$ cat src/rtl/deq_pkg.sv
package deq_pkg;

   localparam int DEPTH  = 16;
   localparam int IDX_W  = (DEPTH > 1) ? $clog2(DEPTH) : 1;
   localparam int CNT_W  = $clog2(DEPTH + 1);
   localparam int DATA_W = 32;

   localparam logic [2:0] FN_PUSH_FRONT = 3'd0;
   localparam logic [2:0] FN_PUSH_BACK  = 3'd1;
   localparam logic [2:0] FN_POP_FRONT  = 3'd2;
   localparam logic [2:0] FN_POP_BACK   = 3'd3;
   localparam logic [2:0] FN_SHOW       = 3'd4;

   localparam logic [1:0] ST_OK         = 2'd0;
   localparam logic [1:0] ST_POP_EMPTY  = 2'd1;
   localparam logic [1:0] ST_SHOW_EMPTY = 2'd2;
   localparam logic [1:0] ST_FULL       = 2'd3;

   typedef logic [IDX_W-1:0] idx_type;
   typedef logic [CNT_W-1:0] cnt_type;

   typedef struct packed {
      logic [1:0]               status;
      logic signed [DATA_W-1:0] item;
      logic                     last;
   } rsp_type;

   function automatic idx_type idx_inc(input idx_type a);
      return (a == IDX_W'(DEPTH - 1)) ? '0 : idx_type'(a + 1'b1);
   endfunction

   function automatic idx_type idx_dec(input idx_type a);
      return (a == '0) ? IDX_W'(DEPTH - 1) : idx_type'(a - 1'b1);
   endfunction

   // a and b both below DEPTH, so one conditional subtract wraps the sum
   function automatic idx_type idx_add(input idx_type a, input idx_type b);
      logic [IDX_W:0] sum;
      sum = {1'b0, a} + {1'b0, b};
      if (sum >= (IDX_W + 1)'(DEPTH)) begin
         sum = sum - (IDX_W + 1)'(DEPTH);
      end
      return sum[IDX_W-1:0];
   endfunction

endpackage

$ cat src/rtl/deq_ram.sv
module deq_ram #(
   parameter int WIDTH = 32,
   parameter int DEPTH = 16
) (
   input  logic                           clock,
   input  logic                           wr_en,
   input  logic [$clog2(DEPTH)-1:0]       wr_addr,
   input  logic [WIDTH-1:0]               wr_data,
   input  logic                           rd_en,
   input  logic [$clog2(DEPTH)-1:0]       rd_addr,
   output logic [WIDTH-1:0]               rd_data
);

   logic [WIDTH-1:0] mem_ff [DEPTH];
   logic [WIDTH-1:0] rd_data_ff;

   always_ff @(posedge clock) begin
      if (wr_en) begin
         mem_ff[wr_addr] <= wr_data;
      end
      if (rd_en) begin
         rd_data_ff <= mem_ff[rd_addr];
      end
   end

   assign rd_data = rd_data_ff;

endmodule

$ cat src/rtl/double_ended_queue.sv
// Bounded double-ended queue of signed 32-bit values held in a ring RAM of
// DEPTH entries, tracked by a front index and an entry count. Push front,
// push back, pop front and pop back each return one status response; a push
// on a full queue is dropped with status full, a pop on an empty queue
// returns status pop-empty. Display streams every entry from front to back,
// one response per cycle while rsp_ready is high, with rsp_last on the back
// entry; entries are read one at a time through the single registered RAM
// read port, and no new request is taken until the last entry is loaded.
// Func codes 5 to 7 are consumed with no response. The response register
// lets a new request be taken in the cycle the previous response is taken.
module double_ended_queue import deq_pkg::*; (
   input  logic                     clock,
   input  logic                     reset,
   input  logic                     req_valid,
   output logic                     req_ready,
   input  logic [2:0]               req_func,
   input  logic signed [DATA_W-1:0] req_value,
   output logic                     rsp_valid,
   input  logic                     rsp_ready,
   output logic [1:0]               rsp_status,
   output logic signed [DATA_W-1:0] rsp_item,
   output logic                     rsp_last
);

   localparam logic STATE_IDLE = 1'b0;
   localparam logic STATE_WALK = 1'b1;

   logic    state_ff, state_in;
   idx_type front_ff, front_in;
   cnt_type count_ff, count_in;
   idx_type rd_pos_ff, rd_pos_in;
   idx_type left_ff, left_in;
   logic    rsp_valid_ff, rsp_valid_in;
   rsp_type rsp_ff, rsp_in;

   logic                accept;
   logic                out_free;
   logic                load;
   logic                full;
   logic                empty;
   logic                wr_en;
   idx_type             wr_addr;
   logic                rd_en;
   idx_type             rd_addr;
   logic [DATA_W-1:0]   rd_data;

   assign out_free  = !rsp_valid_ff || rsp_ready;
   assign req_ready = (state_ff == STATE_IDLE) && out_free;
   assign accept    = req_valid && req_ready;
   assign full      = (count_ff == CNT_W'(DEPTH));
   assign empty     = (count_ff == '0);

   always_comb begin
      state_in  = state_ff;
      front_in  = front_ff;
      count_in  = count_ff;
      rd_pos_in = rd_pos_ff;
      left_in   = left_ff;
      load      = 1'b0;
      rsp_in    = '{status: ST_OK, item: '0, last: 1'b1};
      wr_en     = 1'b0;
      wr_addr   = front_ff;
      rd_en     = 1'b0;
      rd_addr   = front_ff;

      unique case (state_ff)
         STATE_IDLE: begin
            if (accept) begin
               unique case (req_func)
                  FN_PUSH_FRONT, FN_PUSH_BACK: begin
                     load = 1'b1;
                     if (full) begin
                        rsp_in.status = ST_FULL;
                     end else begin
                        wr_en    = 1'b1;
                        count_in = cnt_type'(count_ff + 1'b1);
                        if (req_func == FN_PUSH_FRONT) begin
                           front_in = idx_dec(front_ff);
                           wr_addr  = idx_dec(front_ff);
                        end else begin
                           wr_addr = idx_add(front_ff, count_ff[IDX_W-1:0]);
                        end
                     end
                  end
                  FN_POP_FRONT, FN_POP_BACK: begin
                     load = 1'b1;
                     if (empty) begin
                        rsp_in.status = ST_POP_EMPTY;
                     end else begin
                        count_in = cnt_type'(count_ff - 1'b1);
                        if (req_func == FN_POP_FRONT) begin
                           front_in = idx_inc(front_ff);
                        end
                     end
                  end
                  FN_SHOW: begin
                     if (empty) begin
                        load          = 1'b1;
                        rsp_in.status = ST_SHOW_EMPTY;
                     end else begin
                        rd_en     = 1'b1;
                        rd_addr   = front_ff;
                        rd_pos_in = idx_inc(front_ff);
                        left_in   = idx_type'(count_ff - 1'b1);
                        state_in  = STATE_WALK;
                     end
                  end
                  default: begin
                  end
               endcase
            end
         end
         STATE_WALK: begin
            if (out_free) begin
               load        = 1'b1;
               rsp_in.item = rd_data;
               rsp_in.last = (left_ff == '0);
               if (left_ff != '0) begin
                  rd_en     = 1'b1;
                  rd_addr   = rd_pos_ff;
                  rd_pos_in = idx_inc(rd_pos_ff);
                  left_in   = idx_type'(left_ff - 1'b1);
               end else begin
                  state_in = STATE_IDLE;
               end
            end
         end
         default: begin
         end
      endcase
   end

   assign rsp_valid_in = load || (rsp_valid_ff && !rsp_ready);

   always_ff @(posedge clock) begin
      if (reset) begin
         state_ff     <= STATE_IDLE;
         front_ff     <= '0;
         count_ff     <= '0;
         rsp_valid_ff <= 1'b0;
      end else begin
         state_ff     <= state_in;
         front_ff     <= front_in;
         count_ff     <= count_in;
         rsp_valid_ff <= rsp_valid_in;
      end
   end

   always_ff @(posedge clock) begin
      rd_pos_ff <= rd_pos_in;
      left_ff   <= left_in;
      if (load) begin
         rsp_ff <= rsp_in;
      end
   end

   deq_ram #(
      .WIDTH(DATA_W),
      .DEPTH(DEPTH)
   ) u_ram (
      .clock   (clock),
      .wr_en   (wr_en),
      .wr_addr (wr_addr),
      .wr_data (req_value),
      .rd_en   (rd_en),
      .rd_addr (rd_addr),
      .rd_data (rd_data)
   );

   assign rsp_valid  = rsp_valid_ff;
   assign rsp_status = rsp_ff.status;
   assign rsp_item   = rsp_ff.item;
   assign rsp_last   = rsp_ff.last;

endmodule

$ cat config.mk
export PLATFORM = sky130hd
export DESIGN_NAME = double_ended_queue
export DESIGN_NICKNAME = d
export VERILOG_FILES = /design/src/rtl/deq_pkg.sv /design/src/rtl/deq_ram.sv /design/src/rtl/double_ended_queue.sv
export SDC_FILE = /design/constraint.sdc
export NUM_CORES = 1
export LEC_CHECK = 0
export ABC_AREA = 1
export CORE_MARGIN = 1
export CORE_UTILIZATION = 43
export DETAILED_ROUTE_END_ITERATION = 8
export DONT_BUFFER_PORTS = 1
export PLACE_DENSITY = 0.58
export SETUP_SLACK_MARGIN = 0.2
export SLEW_MARGIN = 20
export SYNTH_ARGS = -nofsm -noshare
export SYNTH_HDL_FRONTEND = slang
export SYNTH_HIERARCHICAL = 1
export SYNTH_SLANG_ARGS = --single-unit
$ cat constraint.sdc
create_clock -name clock -period 3.55 [get_ports clock]
set_clock_uncertainty 0.05 [all_clocks]
set_input_delay 0 -clock clock [delete_from_list [all_inputs] [get_ports clock]]
set_output_delay 0 -clock clock [all_outputs]
set_load 0.01 [all_outputs]
======== Word-level counts from Yosys, hierarchy flattened ========
Memory sizes are Yosys's and may differ from the RTL's. A register that Yosys moved wholly into a read port is not among the register bits.
Cells that the tools add are included.
word-level totals
  register bits after elaboration ......... 54
  bits in latches ......................... 0
  memory bits (writable) .................. 512
  bits in read-only memories .............. 0
  bits of input ports ..................... 39
  output and inout bits ................... 37
  memories kept ........................... 1
operators by class
  add/sub/neg operators ................... 8
  multiply operators ...................... 0
  div/mod/pow operators ................... 0
  order comparisons ....................... 1
  eq/ne operators ......................... 16
  shifts and indexed selects .............. 0
  mux-type cells .......................... 55
  bitwise gates (word level) .............. 2
  reductions and logical operators ........ 21
memories
  name          depth  bits a word  rd ports  clocked after Yosys merged registers in  write ports  RTL line       source
  u_ram.mem_ff  16     32           1         1                                        1            deq_ram.sv:14  logic [WIDTH-1:0] mem_ff [DEPTH];
operators by type and width
  operator                                           number
  two-way mux 4 bit                                  25
  one-hot mux 4 bit (2 select lines)                 4
  two-way mux 1 bit                                  16
  != test 2 bit (second input constant)              6
  subtractor 4 x 1 -> 4 bit (second input constant)  3
  two-way mux 5 bit                                  2
  one-hot mux 5 bit (2 select lines)                 1
  AND reduction 5 bit                                2
  adder 4 x 1 -> 4 bit (second input constant)       2
  == test 4 bit (second input constant)              2
  zero test 4 bit                                    2
  one-hot mux 1 bit (2 select lines)                 4
  AND reduction 7 bit                                1
  == test 3 x 2 -> 1 bit (second input constant)     2
  != test 2 x 1 -> 1 bit (second input constant)     3
  one-hot mux 2 bit (3 select lines)                 1
  OR reduction 2 bit                                 3
  adder 4 x 4 -> 5 bit                               1
  adder 5 x 1 -> 5 bit (second input constant)       1
  == test 5 bit (second input constant)              1
  >= comparator 5 bit (second input constant)        1
  zero test 5 bit                                    1
  subtractor 5 x 1 -> 5 bit (second input constant)  1
  two-way mux 2 bit                                  2
  11 further kinds                                   16

======== Logic depth before layout (Yosys ltp) ========
Gate-level depths: netlist (run 1).
  word-level depth ........................ 8
  depth in mapped cells ................... 17
  gate-level depth less buffers ........... 14

======== Cells and area by module ========
Netlist (run 1), hierarchy kept.
by module, submodules not included
  module              times used  cells each  area an instance (µm²)  seq. area each (µm²)
  deq_ram             1           2120        23050.9                 16335.7
  double_ended_queue  1           329         2946.6                  1511.4

======== Worst setup path after synthesis (run 1) ========
OpenSTA, ideal clock, no wires.
  path kind ............................... flip-flop to flip-flop
  start ................................... reg front_ff[0]
  end ..................................... mem u_ram.mem_ff[4][0] (enable)
  data arrival time ....................... 3.073 ns
  required time ........................... 3.079 ns
  setup slack ............................. 0.005 ns
  stages on the path, launching flop included .. 10
  path buffers ............................ 0
  period minus slack after synthesis ...... 3.545 ns
  cells stage by stage .................... dfxtp_1 -> ha_1 -> inv_1 -> fa_1 -> xor2_1 -> o21ai_0 -> nor2_1 -> a21oi_1 -> nand3b_1 -> nor2_1
between the ends
  cells in the longest elaborated chain, start to end .. 8
  elaborated cells between the ends (all ways) .. 12
  those cells by class .................... add/sub: 3; order compare: 1; mux: 7; reduce/logical: 1
ends and longest elaborated chain
  item                                                              RTL line                      source
  start: declaration                                                double_ended_queue.sv:29      idx_type front_ff, front_in;
  start signal: assignment                                          double_ended_queue.sv:143     front_ff <= front_in;
  adder 4 x 4 -> 5 bit                                              deq_pkg.sv:39                 sum = {1'b0, a} + {1'b0, b};
  subtractor 4 x 1 -> 4 bit or >= comparator 5 bit (tied branches)  deq_pkg.sv:41, deq_pkg.sv:40
  two-way mux 4 bit                                                 deq_pkg.sv:40                 if (sum >= (IDX_W + 1)'(DEPTH)) begin
  two-way mux 4 bit (*)                                             double_ended_queue.sv:77      if (req_func == FN_PUSH_FRONT) begin
  two-way mux 4 bit (*)                                             double_ended_queue.sv:72      if (full) begin
  two-way mux 4 bit (*)                                             double_ended_queue.sv:69      unique case (req_func)
  two-way mux 4 bit (*)                                             double_ended_queue.sv:68      if (accept) begin
  two-way mux 4 bit (*)                                             double_ended_queue.sv:66      unique case (state_ff)
  via wr_addr[2]                                                    double_ended_queue.sv:42      idx_type wr_addr;
  end: declaration                                                  deq_ram.sv:14
The timed path passes the listed nets; every way through them passes the cells marked *.

======== Final worst setup path (run 1) ========
  start ................................... reg state_ff
  end ..................................... reg count_ff[1]
between the ends
  cells in the longest elaborated chain, start to end .. 4
ends and longest elaborated chain
  item                                      RTL line                   source
  start: declaration                        double_ended_queue.sv:28   logic state_ff, state_in;
  start signal: assignment                  double_ended_queue.sv:142  state_ff <= state_in;
  NOT 1 bit (no source line) (*)            --
  logical AND 1 bit                         double_ended_queue.sv:48   assign req_ready = (state_ff == STATE_IDLE) && out_free;
  logical AND 1 bit                         double_ended_queue.sv:49   assign accept = req_valid && req_ready;
  AND reduction 5 bit (no source line) (*)  --
  end signal: assignment                    double_ended_queue.sv:144  count_ff <= count_in;
  end: declaration                          double_ended_queue.sv:30   cnt_type count_ff, count_in;
Mark *: on every way between the ends. The rest lies on a longest branch, timed or not.
A chain may end at the register's enable or synchronous reset.

==> results of run 1 <==
-- path summary, 6_finish.rpt --
check / depth (start not counted) / endpoint / slack [ns]
min reg2reg: 2 / rsp_item[27] / 0.49
max: 10 / count_ff[1] / 0.31
max reg2reg: 10 / count_ff[1] / 0.31
min: 2 / count_ff[0] / 0.18
-- what timing repair did --
item | CTS | global route
setup endpoints to repair | 0 | 149
resized for setup | 0 | 3
hold buffers | 47 | 0
buffers inserted | 0 | 5
endpoints found under the hold margin | 533 | 0
-- cell families (layout without fill, tap and decap cells) --
family,Yosys count,count (layout),synth area share
AND/OR/NAND/NOR,1224,1224,0.2011
multiplexers,1,1,0.0003850
flip-flops,598,598,0.6865
buffers and inverters,561,653,0.09332
AO/OA/AOI/OAI,39,39,0.008038
other,0,2,0
adder cells (fa/ha/maj),11,11,0.005583
XOR/XNOR,15,15,0.005053
-- synthesized netlist by cell type (2+ instances only) --
library cell / count
nor2_1: 75
nand2_4: 3
dfxtp_1: 11
nor3_1: 2
o21ai_1: 4
xnor2_1: 5
nor2_4: 4
edfxtp_1: 587
xor2_1: 10
buf_6: 30
inv_2: 9
nand3_1: 397
nand2_1: 728
buf_2: 43
o21ai_0: 18
inv_1: 439
buf_1: 17
buf_4: 6
ha_1: 10
clkbuf_1: 15
nand4_1: 3
o211ai_1: 3
nand3b_1: 2
nand2_2: 4
a21oi_1: 11
-- worst reg2reg max path: stages, from the launching register on --
cell and delay, ns:
dfxtp_1 0.42, inv_2 0.16, nand3_4 0.10, dlygate4sd3_1 0.64
nor2_1 0.20, inv_2 0.09, nor2_4 0.12, dlygate4sd3_1 0.65
nand2_1 0.08, a21oi_1 0.13, dlygate4sd3_1 0.56
-- flip-flops by register name, summed over array words and instances, names as in the netlist --
register	count
count_ff	5
front_ff	4
left_ff	4
rd_pos_ff	4
rsp_item	32
rsp_last	1
rsp_status	2
rsp_valid	1
state_ff	1
u_ram/mem_ff	512
u_ram/rd_data	32
-- power groups by stage --
stage	clock, mW	sequential [mW]	combinational [mW]
2_1_floorplan	0	8.06	0.905
3_3_place_gp	0	8.08	1.22
3_5_place_dp	0	8.08	1.23
4_1_cts	6.15	7.93	1.38
5_1_grt	6.41	7.94	1.51
6_report	6.03	7.93	1.37
-- per-layer routing --
layer	track usage	vias up	wire (um)
met5	0	-	22
met4	0.07218	4	1791
met3	0.03676	118	4076
met2	0.3540	493	30820
met1	0.2878	8101	27990
li1	-	8024	-
-- through the flow --
stage / cell area, um^2 / setup slack [ns] / hold WS [ns] / std cells
after detailed placement: 27070 / 0.3002 / 0.01808 / 3161
after CTS: 29360 / 0.2783 / 0.1353 / 3309
after floorplan: 26020 / 0.005359 / 0.01244 / 2449
after global placement: 27070 / 0.3141 / 0.01507 / 3161
after global routing: 29410 / 0.1239 / 0.1804 / 3315
final: 29410 / 0.3067 / 0.1759 / 3316
-- cell type report --
cell class	instances	share of cell area
sequential	598	0.6068
multi-input combinational	1290	0.2007
inverter	449	0.05765
clock buffer	72	0.05186
timing repair buffer	103	0.04020
tap	773	0.03289
clock inverter	29	0.009700
antenna	2	0.0001702
==> impl_results.md, run 1 <==
* Post-route ant nets at 0
* Vias in the first global route at around 16k
* Netlist cell types at 38
* Share of layout cells above drive strength 1 at 0.07281
* I/O pin count at 76
* Vias at about 17k
* Post-synth EDFFs at about 590
* Sw Ratio at 0.2353
* Initial antenna violation count at 3
* Die width at roughly 250 um
* Critical path's top delay family: buffers and inverters
* Final net count at roughly 2.6k
* Routed vias/inst at slightly above 5
* Post-synth top area share at 0.6780
* Psw at between 3 and 4 mW
* First-pass GRT wire length at between 90000 and 100000 um
* CTS H-tree lvls at 2
* Overall Global Routing Usage at 0.2150
* CTS tree: done
* Cell mode on critical path: dlygate4sd3_1
* Routed WL at 64700 um
* Drt drc at 0
* WL per Instance at 19.51 um
* CP max-delay cell: dlygate4sd3_1
* Max Cap Viol at 0
* CTS sink cnt at roughly 600
* Synthesized flop and latch total at between 500 and 600
* R2r startpoint: state_ff
* Status: finished clean
* Port Buffer Count at 0
* Die ar. at slightly above 60000 um^2
* FMAX at 0.3083 GHz
* Area Overhead vs Synth at 13.12%
* Final Critical Period at around 3.2 ns
* Core area at approximately 60000 um^2
* Root buf cell: clkbuf_16
* Row count at between 80 and 90
* Power per cell area at roughly 520 nW/um^2
* Crit Path Class: reg -> reg
* Endpoints failing setup at 0
* Clk pwr share at 0.393
* Syn. warnings at 6
* Effective utilization at floorplan at 0.4380
* Ys async rst share at 0
* Final RePlAce weighted congestion at around 0.80
* Largest net degree at the start of global routing at 132
* Slowest cell delay on critical path at 0.65 ns
* VDD IR max at between 0.3 and 0.4 mV
* Fin util at 0.4955
* Syn_area_per_cell at ~11 um^2
* Flip-flop and latch area at 17850 um^2
* Clock slew at reported path FFs at 0.06 ns
* First drt pass iteration count at 5
* Leading cell types in the layout, fill and taps excluded: nand2_1, edfxtp_1, inv_1
* Worst EP arrival at 3.75 ns
* Internal power at between 10 and 15 mW
* Register share of total power at 0.517
* Overall die height at approximately 250 um
* Syn Inst Count at between 2k and 2.5k
* Maximum clock insertion buffer count at 3
* Footprint of the multi-input gates at 5902 um^2
* Seq/Total Area, Yosys at 0.6865
* CP Launch Type: flip-flop
* Initial DRC Count at between 1k and 1.5k
* Post-synth top area cell: edfxtp_1
* Hold path start: reset
* Worst Path Buf+Inv at 5
* Chain of cells forming the critical path: inv_2 > nand3_4 > dlygate4sd3_1 > nor2_1 > inv_2 > nor2_4 > dlygate4sd3_1 > nand2_1 > a21oi_1 > dlygate4sd3_1
* Cts bufs inserted at slightly below 60
* Final Cycle Share at 0.9136
* Final hold viol count at 0
* Overflow after GRT at 0
* Power Total at 15.33 mW
* Worst-margin pin slew at roughly 0.81 ns
* Commonest non-fill, non-tap cell in the layout: nand2_1
* Worst Setup SP: state_ff
* Ys flop type: edfxtp_1
* Slew margin rel. at 0.4596
* Worst path required time at between 4 and 5 ns
* Final setup TNS at 0 ns
* CP Capture Type: flip-flop
* Area contributors post-synth: edfxtp_1, nand2_1, nand3_1
* Combinational power share at 0.089
* Filler instances at between 5k and 6k
* Synth Cell Area at roughly 26000 um^2
* Hold Path Class: in -> reg
* Syn_nets at about 2.5k
* Slew Viols, Final at 0
* Final HPWL DP at 35540 um
* Leak at 12.19 nW
* RSZ-0062 raised after global routing: true
* Worst-Skew Late Latency at 0.62 ns
* Critical Path Fanout Max at 14
Power figures use the tool's default switching activity.
==> run 2: changes to the inputs <==
--- a/config.mk
+++ b/config.mk
@@ -7,10 +7,10 @@
 export LEC_CHECK = 0
 export ABC_AREA = 1
 export CORE_MARGIN = 1
-export CORE_UTILIZATION = 43
+export CORE_UTILIZATION = 57
 export DETAILED_ROUTE_END_ITERATION = 8
 export DONT_BUFFER_PORTS = 1
-export PLACE_DENSITY = 0.58
+export PLACE_DENSITY = 0.73
 export SETUP_SLACK_MARGIN = 0.2
 export SLEW_MARGIN = 20
 export SYNTH_ARGS = -nofsm -noshare
==> run 2 against run 1 <==
Effect of this change: via count increased by 1.8%; combinational power about the same; total power decreased by 0.75%; count of clock-buffer cells in the layout down 5; highest routed layer unchanged; utilization is 16 points higher.
==> impl_results.md, run 2 (synthesized netlist as in run 1, its figures left out) <==
* Top Usage Layer GRT: met2
* Initial DRC Count at 1815 (+38%)
* Psw at 3.606 mW (about the same)
* Slew Viols, Final at 0 (unchanged)
* CP Capture Type: flip-flop
* Top reg by flops: u_ram/mem_ff
* Die ar. at 46470 um^2 (-24%)
* GRT met2 Usage at 0.4319 (+0.07793)
* Core area at 44610 um^2 (-25%)
* Effective utilization at floorplan at 0.5828 (+0.1448)
* Largest net degree at the start of global routing at 143 (+8.3%)
* Clk pwr share at 0.390 (-0.003)
* Met3 Resource Use GR at 0.04722 (+0.01045)
* VDD IR max at 0.3951 mV (+9.9%)
* Max reg flops at 512 (unchanged)
* Area Overhead vs Synth at 12.95%
* Final Critical Period at 3.178 ns (-0.06520 ns)
* First drt pass iteration count at 5 (unchanged)
* Overall Global Routing Usage at 0.2667 (+0.05174)
* CP Launch Type: flip-flop
* Vias in the first global route at 16.91k (+3.8%)
* Endpoints failing setup at 0 (unchanged)
* Final Cycle Share at 0.8952 (-0.01837)
* Root buf cell: clkbuf_16
* Maximum clock insertion buffer count at 3 (unchanged)
* Overflow after GRT at 0 (unchanged)
* FMAX at 0.3147 GHz (+2.1%)
* Worst path required time at 3.80 ns (-0.26 ns)
* Sw Ratio at 0.2370 (+0.001636)
* CTS H-tree lvls at 2 (unchanged)
* Leak at 12.25 nW (+0.53%)
* Register share of total power at 0.521 (+0.004)
* Ant diodes at 0 (-2)
* Crit Path Class: reg -> reg
* Routing usage on met1 at 0.3581 (+0.07036)
* CTS sink cnt at 598 (unchanged)
* Chain of cells forming the critical path: ha_1 > inv_1 > fa_1 > xor2_1 > o21ai_0 > nor2_1 > a21oi_1 > nand3b_1 > nor2_4 > buf_12
* Internal power at 11.61 mW (-0.96%)
* Worst-margin pin slew at 0.7435 ns (-0.06448 ns)
* First-pass GRT wire length at 94410 um (-4.3%)
* Combinational power share at 0.089 (about the same)
* Slew margin rel. at 0.5025 (+0.04288)
* Status: finished clean
* Hold Path Class: in -> reg
* Leading cell types in the layout, fill and taps excluded: nand2_1, edfxtp_1, inv_1
* Initial antenna violation count at 1 (-2)
* Final hold viol count at 0 (unchanged)
* Final HPWL DP at 34410 um (-3.2%)
* Non-Filler Instances at 3152 (-4.9%)
* Final net count at 2560 (+0.35%)
* WL per Instance at 19.18 um (-1.7%)
* Placed Instances at 2989 (-5.4%)
* Share of layout cells above drive strength 1 at 0.07813 (+0.005319)
* Power per cell area at 518.2 nW/um^2 (-0.60%)
* Worst EP arrival at 3.43 ns (-0.32 ns)
* I/O pin count at 76 (unchanged)
* Final RePlAce weighted congestion at 0.8910 (+12%)
* Critical Path Fanout Max at 23 (+9)
* CP max-delay cell: dfxtp_1
* Vias at 17.04k (+1.8%)
* Clock slew at reported path FFs at 0.06 ns (about the same)
* RSZ-0062 raised after global routing: false
* Slowest cell delay on critical path at 0.45 ns (-0.20 ns)
* Die width at 215.6 um (-13%)
* CTS tree: done
* Final setup TNS at 0 ns (unchanged)
* Post-route ant nets at 0 (unchanged)
* Drt drc at 0 (unchanged)
* Routed WL at 60470 um (-6.5%)
* Cts bufs inserted at 59 (unchanged)
* Port Buffer Count at 0 (unchanged)
* Routed vias/inst at 5.405 (+7.1%)
* Row count at 77 (-13%)
* Max Cap Viol at 0 (unchanged)
* Filler instances at 3264 (-38%)
* Worst-Skew Late Latency at 0.62 ns (about the same)
* Overall die height at 215.6 um (-13%)
* Commonest non-fill, non-tap cell in the layout: nand2_1
==> run 2: cell count changes in the layout (fill, tap and decap cells not counted), sizes merged <==
cell / change
dlygate4sd3: +3
bufinv: -2
buf: +6
diode: -2
clkinvlp: +4
inv: +2
clkinv: +11
clkbuf: -5
==> run 2: layer usage <==
| metal | wire length [um] | vias up | share of wire |
|---|---|---|---|
| met2 | 28710 | 747 | 0.47 |
| met3 | 5302 | 153 | 0.088 |
| met1 | 24310 | 8078 | 0.40 |
| met5 | 13 | - | 0.00021 |
| met4 | 2130 | 2 | 0.035 |
| li1 | - | 8058 | - |
==> run 2: final timing paths <==
kind	startpoint	to	slack [ns]	cells past startpoint
max	front_ff[0]	u_ram/mem_ff[5][15]	0.37	10
min	reset	count_ff[1]	0.19	2
max reg2reg	front_ff[0]	u_ram/mem_ff[5][15]	0.37	10
min reg2reg	u_ram/rd_data[2]	rsp_item[2]	0.50	2
==> run 2: final cells by class <==
cell class              instances  area (um^2)  area share
clock buffers                  67         1506     0.05130
clock inverters                44        325.3     0.01108
inverters                     449         1693     0.05765
multi-input cells            1290         5897      0.2008
flip-flops and latches        598        17850      0.6078
well taps                     592        740.7     0.02522
repair buffers                112         1354     0.04610
==> run 2: worst max-delay path: cells and delay by family (launching register included) <==
family                   cells  cell delay, ns
AO/OA/AOI/OAI                2            0.55
adder cells (fa/ha/maj)      2            0.62
XOR/XNOR                     1            0.17
buffers and inverters        2            0.30
AND/OR/NAND/NOR              3            0.73
flip-flops                   1            0.45
==> run 2: what timing repair did <==
item                       CTS  global route
hold endpoints to repair   533             0
resized for setup            0             1
hold buffers                50             0
buffers inserted             0             2
setup endpoints to repair    0            54
==> run 2: power groups by stage <==
stage | sequential (mW) | combinational [mW] | clock, mW
floorplan | 8.06 | 0.905 | 0
global placement | 8.07 | 1.19 | 0
detailed placement | 8.08 | 1.21 | 0
CTS | 7.92 | 1.35 | 6.01
global route | 7.93 | 1.49 | 6.28
finish | 7.92 | 1.36 | 5.94
==> run 2: metrics by stage <==
step	setup slack (ns)	util	total power, mW	hold slack [ns]	instance area [um^2]
global route	0.2018	0.6583	15.70	0.1837	29360
detailed placement	0.4425	0.6056	9.282	0.01684	27020
global placement	0.3574	0.6056	9.259	0.01606	27020
finish	0.3719	0.6583	15.22	0.1878	29360
floorplan	0.005359	-	8.966	0.01244	26020
CTS	0.3739	0.6579	15.29	0.1471	29350
==> run 3: changes to the inputs <==
--- a/config.mk
+++ b/config.mk
@@ -6,11 +6,13 @@
 export NUM_CORES = 1
 export LEC_CHECK = 0
 export ABC_AREA = 1
+export CELL_PAD_IN_SITES_DETAIL_PLACEMENT = 1
+export CELL_PAD_IN_SITES_GLOBAL_PLACEMENT = 1
 export CORE_MARGIN = 1
-export CORE_UTILIZATION = 57
+export CORE_UTILIZATION = 46
 export DETAILED_ROUTE_END_ITERATION = 8
 export DONT_BUFFER_PORTS = 1
-export PLACE_DENSITY = 0.73
+export PLACE_DENSITY = 0.74
 export SETUP_SLACK_MARGIN = 0.2
 export SLEW_MARGIN = 20
 export SYNTH_ARGS = -nofsm -noshare
==> run 3 against run 2 <==
Effect of this change: clock power is 5.6% higher; sequential cell count stayed put; utilization is 13 points lower; register-to-register slack hardly changed; count of clock-buffer cells in the layout is 12 higher; worst setup slack better by 0.011 ns; critical path depth stayed put; via count is 2.4% higher; critical path type unchanged; critical endpoint is now u_ram/mem_ff[6][6]; largest cell class unchanged; largest power group unchanged.
==> impl_results.md, run 3 (synthesized netlist as in run 1, its figures left out) <==
* Worst-Skew Late Latency at 0.62 ns (about the same)
* Final RePlAce weighted congestion at 0.8005 (-10%)
* Flip-flop and latch area at 17850 um^2 (about the same)
* Post-route ant nets at 0 (unchanged)
* WL per Instance at 21.46 um (+12%)
* Footprint of the multi-input gates at 5904 um^2 (+0.13%)
* Overall Global Routing Usage at 0.2546 (-0.01217)
* Hold Path Sink: count_ff[1]
* Final hold viol count at 0 (unchanged)
* Area post-placement at 27000 um^2 (about the same)
* Worst EP arrival at 3.42 ns (about the same)
* Hold Path Class: in -> reg
* Power per cell area at 531.0 nW/um^2 (+2.5%)
* VDD IR max at 0.5671 mV (+44%)
* Share of layout cells above drive strength 1 at 0.07686 (-0.001262)
* Vias in the first global route at 18.65k (+10%)
* Initial antenna violation count at 1 (unchanged)
* Worst-margin pin slew at 0.9030 ns (+0.1595 ns)
* Critical Path Fanout Max at 32 (+39%)
* Initial DRC Count at 1391 (-23%)
* RSZ-0062 raised after global routing: false
* First-pass GRT wire length at 109400 um (+16%)
* Vias at 17.45k (+2.4%)
* Final Cycle Share at 0.8923 (-0.002964)
* Worst Hold Path Cells at 2 (unchanged)
* Final setup TNS at 0 ns (unchanged)
* Cts bufs inserted at 61 (+3.4%)
* Top reg by flops: u_ram/mem_ff
* CP Capture Type: flip-flop
* Reg-to-reg slack, setup at 0.38 ns (about the same)
* Row count at 86 (+12%)
* FMAX at 0.3157 GHz (+0.33%)
* Largest net degree at the start of global routing at 129 (-9.8%)
* Endpoints failing setup at 0 (unchanged)
* Die ar. at 57470 um^2 (+24%)
* Die width at 239.7 um (+11%)
* CP Launch Type: flip-flop
* Port Buffer Count at 0 (unchanged)
* Routed WL at 70790 um (+17%)
* Power Total at 15.61 mW (+2.6%)
* Leading cell types in the layout, fill and taps excluded: nand2_1, edfxtp_1, inv_1
* CTS H-tree lvls at 2 (unchanged)
* Maximum clock insertion buffer count at 3 (unchanged)
* CTS tree: done
* Hold path start: reset
* Clock slew at reported path FFs at 0.06 ns (about the same)
* Slew Viols, Final at 0 (unchanged)
* Effective utilization at floorplan at 0.4691 (-0.1137)
* Core area at 55420 um^2 (+24%)
* Final net count at 2554 (-0.23%)
* Overflow after GRT at 0 (unchanged)
* First drt pass iteration count at 5 (unchanged)
* Overall die height at 239.7 um (+11%)
* Leak at 12.22 nW (-0.28%)
* Crit Path Class: reg -> reg
* Final instance area at 29390 um^2 (about the same)
* Max reg flops at 512 (unchanged)
* Filler instances at 5967 (+83%)
* Area Overhead vs Synth at 13.06% (about the same)
* Root buf cell: clkbuf_16
* Reg2reg end: u_ram/mem_ff[6][6]
* Commonest non-fill, non-tap cell in the layout: nand2_1
* Routed vias/inst at 5.288 (-2.2%)
* Worst reg-to-reg path cell count at 10 (unchanged)
* Status: finished clean
* Drt drc at 0 (unchanged)
* Final Critical Period at 3.168 ns (-0.01052 ns)
* Final HPWL DP at 41580 um (+21%)
* CTS sink cnt at 598 (unchanged)
* R2r startpoint: front_ff[0]
* I/O pin count at 76 (unchanged)
* Worst Setup SP: front_ff[0]
* Max Cap Viol at 0 (unchanged)
* Worst path required time at 3.80 ns (about the same)
* Slew margin rel. at 0.3971 (-0.1053)
## run 3: per-layer routing
layer | track usage | vias up | wire, um
li1 | - | 8039 | -
met1 | 0.3327 | 8817 | 29960
met2 | 0.4358 | 481 | 35440
met3 | 0.03584 | 108 | 3700
met4 | 0.08294 | 0 | 1694
met5 | 0 | - | 0
## run 3: area by class of cell
type | count | share of cell area
Clock inverter | 30 | 0.009152
Sequential cell | 598 | 0.6072
Antenna cell | 1 | 0.00008514
Multi-Input combinational cell | 1290 | 0.2009
Timing Repair Buffer | 104 | 0.03755
Tap cell | 748 | 0.03184
Inverter | 449 | 0.05760
Clock buffer | 79 | 0.05568
## run 3: power by group
group / switching (mW) / internal [mW] / leakage, nW
sequential: 0.0531 / 7.87 / 5.39
combinational: 1.01 / 0.405 / 5.89
clock: 2.68 / 3.58 / 0.939
## run 3: per-stage QoR
stage	hold WS [ns]	utilization	setup slack, ns	instances
finish	0.1875	0.5304	0.3824	3299
global route	0.1810	0.5303	0.2294	3298
CTS	0.1543	0.5296	0.2639	3295
detailed placement	0.01967	0.4872	0.3166	3142
global placement	0.01684	0.4872	0.4243	3142
floorplan	0.01244	-	0.005359	2449
## run 3: worst max path at each step
stage / to / slack (ns) / depth (start not counted)
after floorplan: u_ram/mem_ff[4][0] / 0.005 / 9
after global placement: u_ram/mem_ff[0][6] / 0.42 / 10
after detailed placement: u_ram/mem_ff[0][6] / 0.32 / 10
after CTS: u_ram/mem_ff[0][4] / 0.26 / 10
after global routing: u_ram/mem_ff[6][18] / 0.23 / 10
final: u_ram/mem_ff[6][6] / 0.38 / 10
## run 3: what timing repair did
item	in CTS	in global routing
gates resized for setup	0	2
endpoints found under the setup margin	0	21
setup buffers	0	3
hold buffers	44	0
hold endpoints to repair	533	0
## run 3: critical path, stage by stage, from the launching register on
cell and delay [ns]:
dfxtp_1 0.48, ha_1 0.24, inv_1 0.06, fa_1 0.39, xor2_1 0.17, o21ai_0 0.15, nor2_1 0.07, a21oi_1 0.30
nand3b_1 0.42, nor2_4 0.24, buf_12 0.26
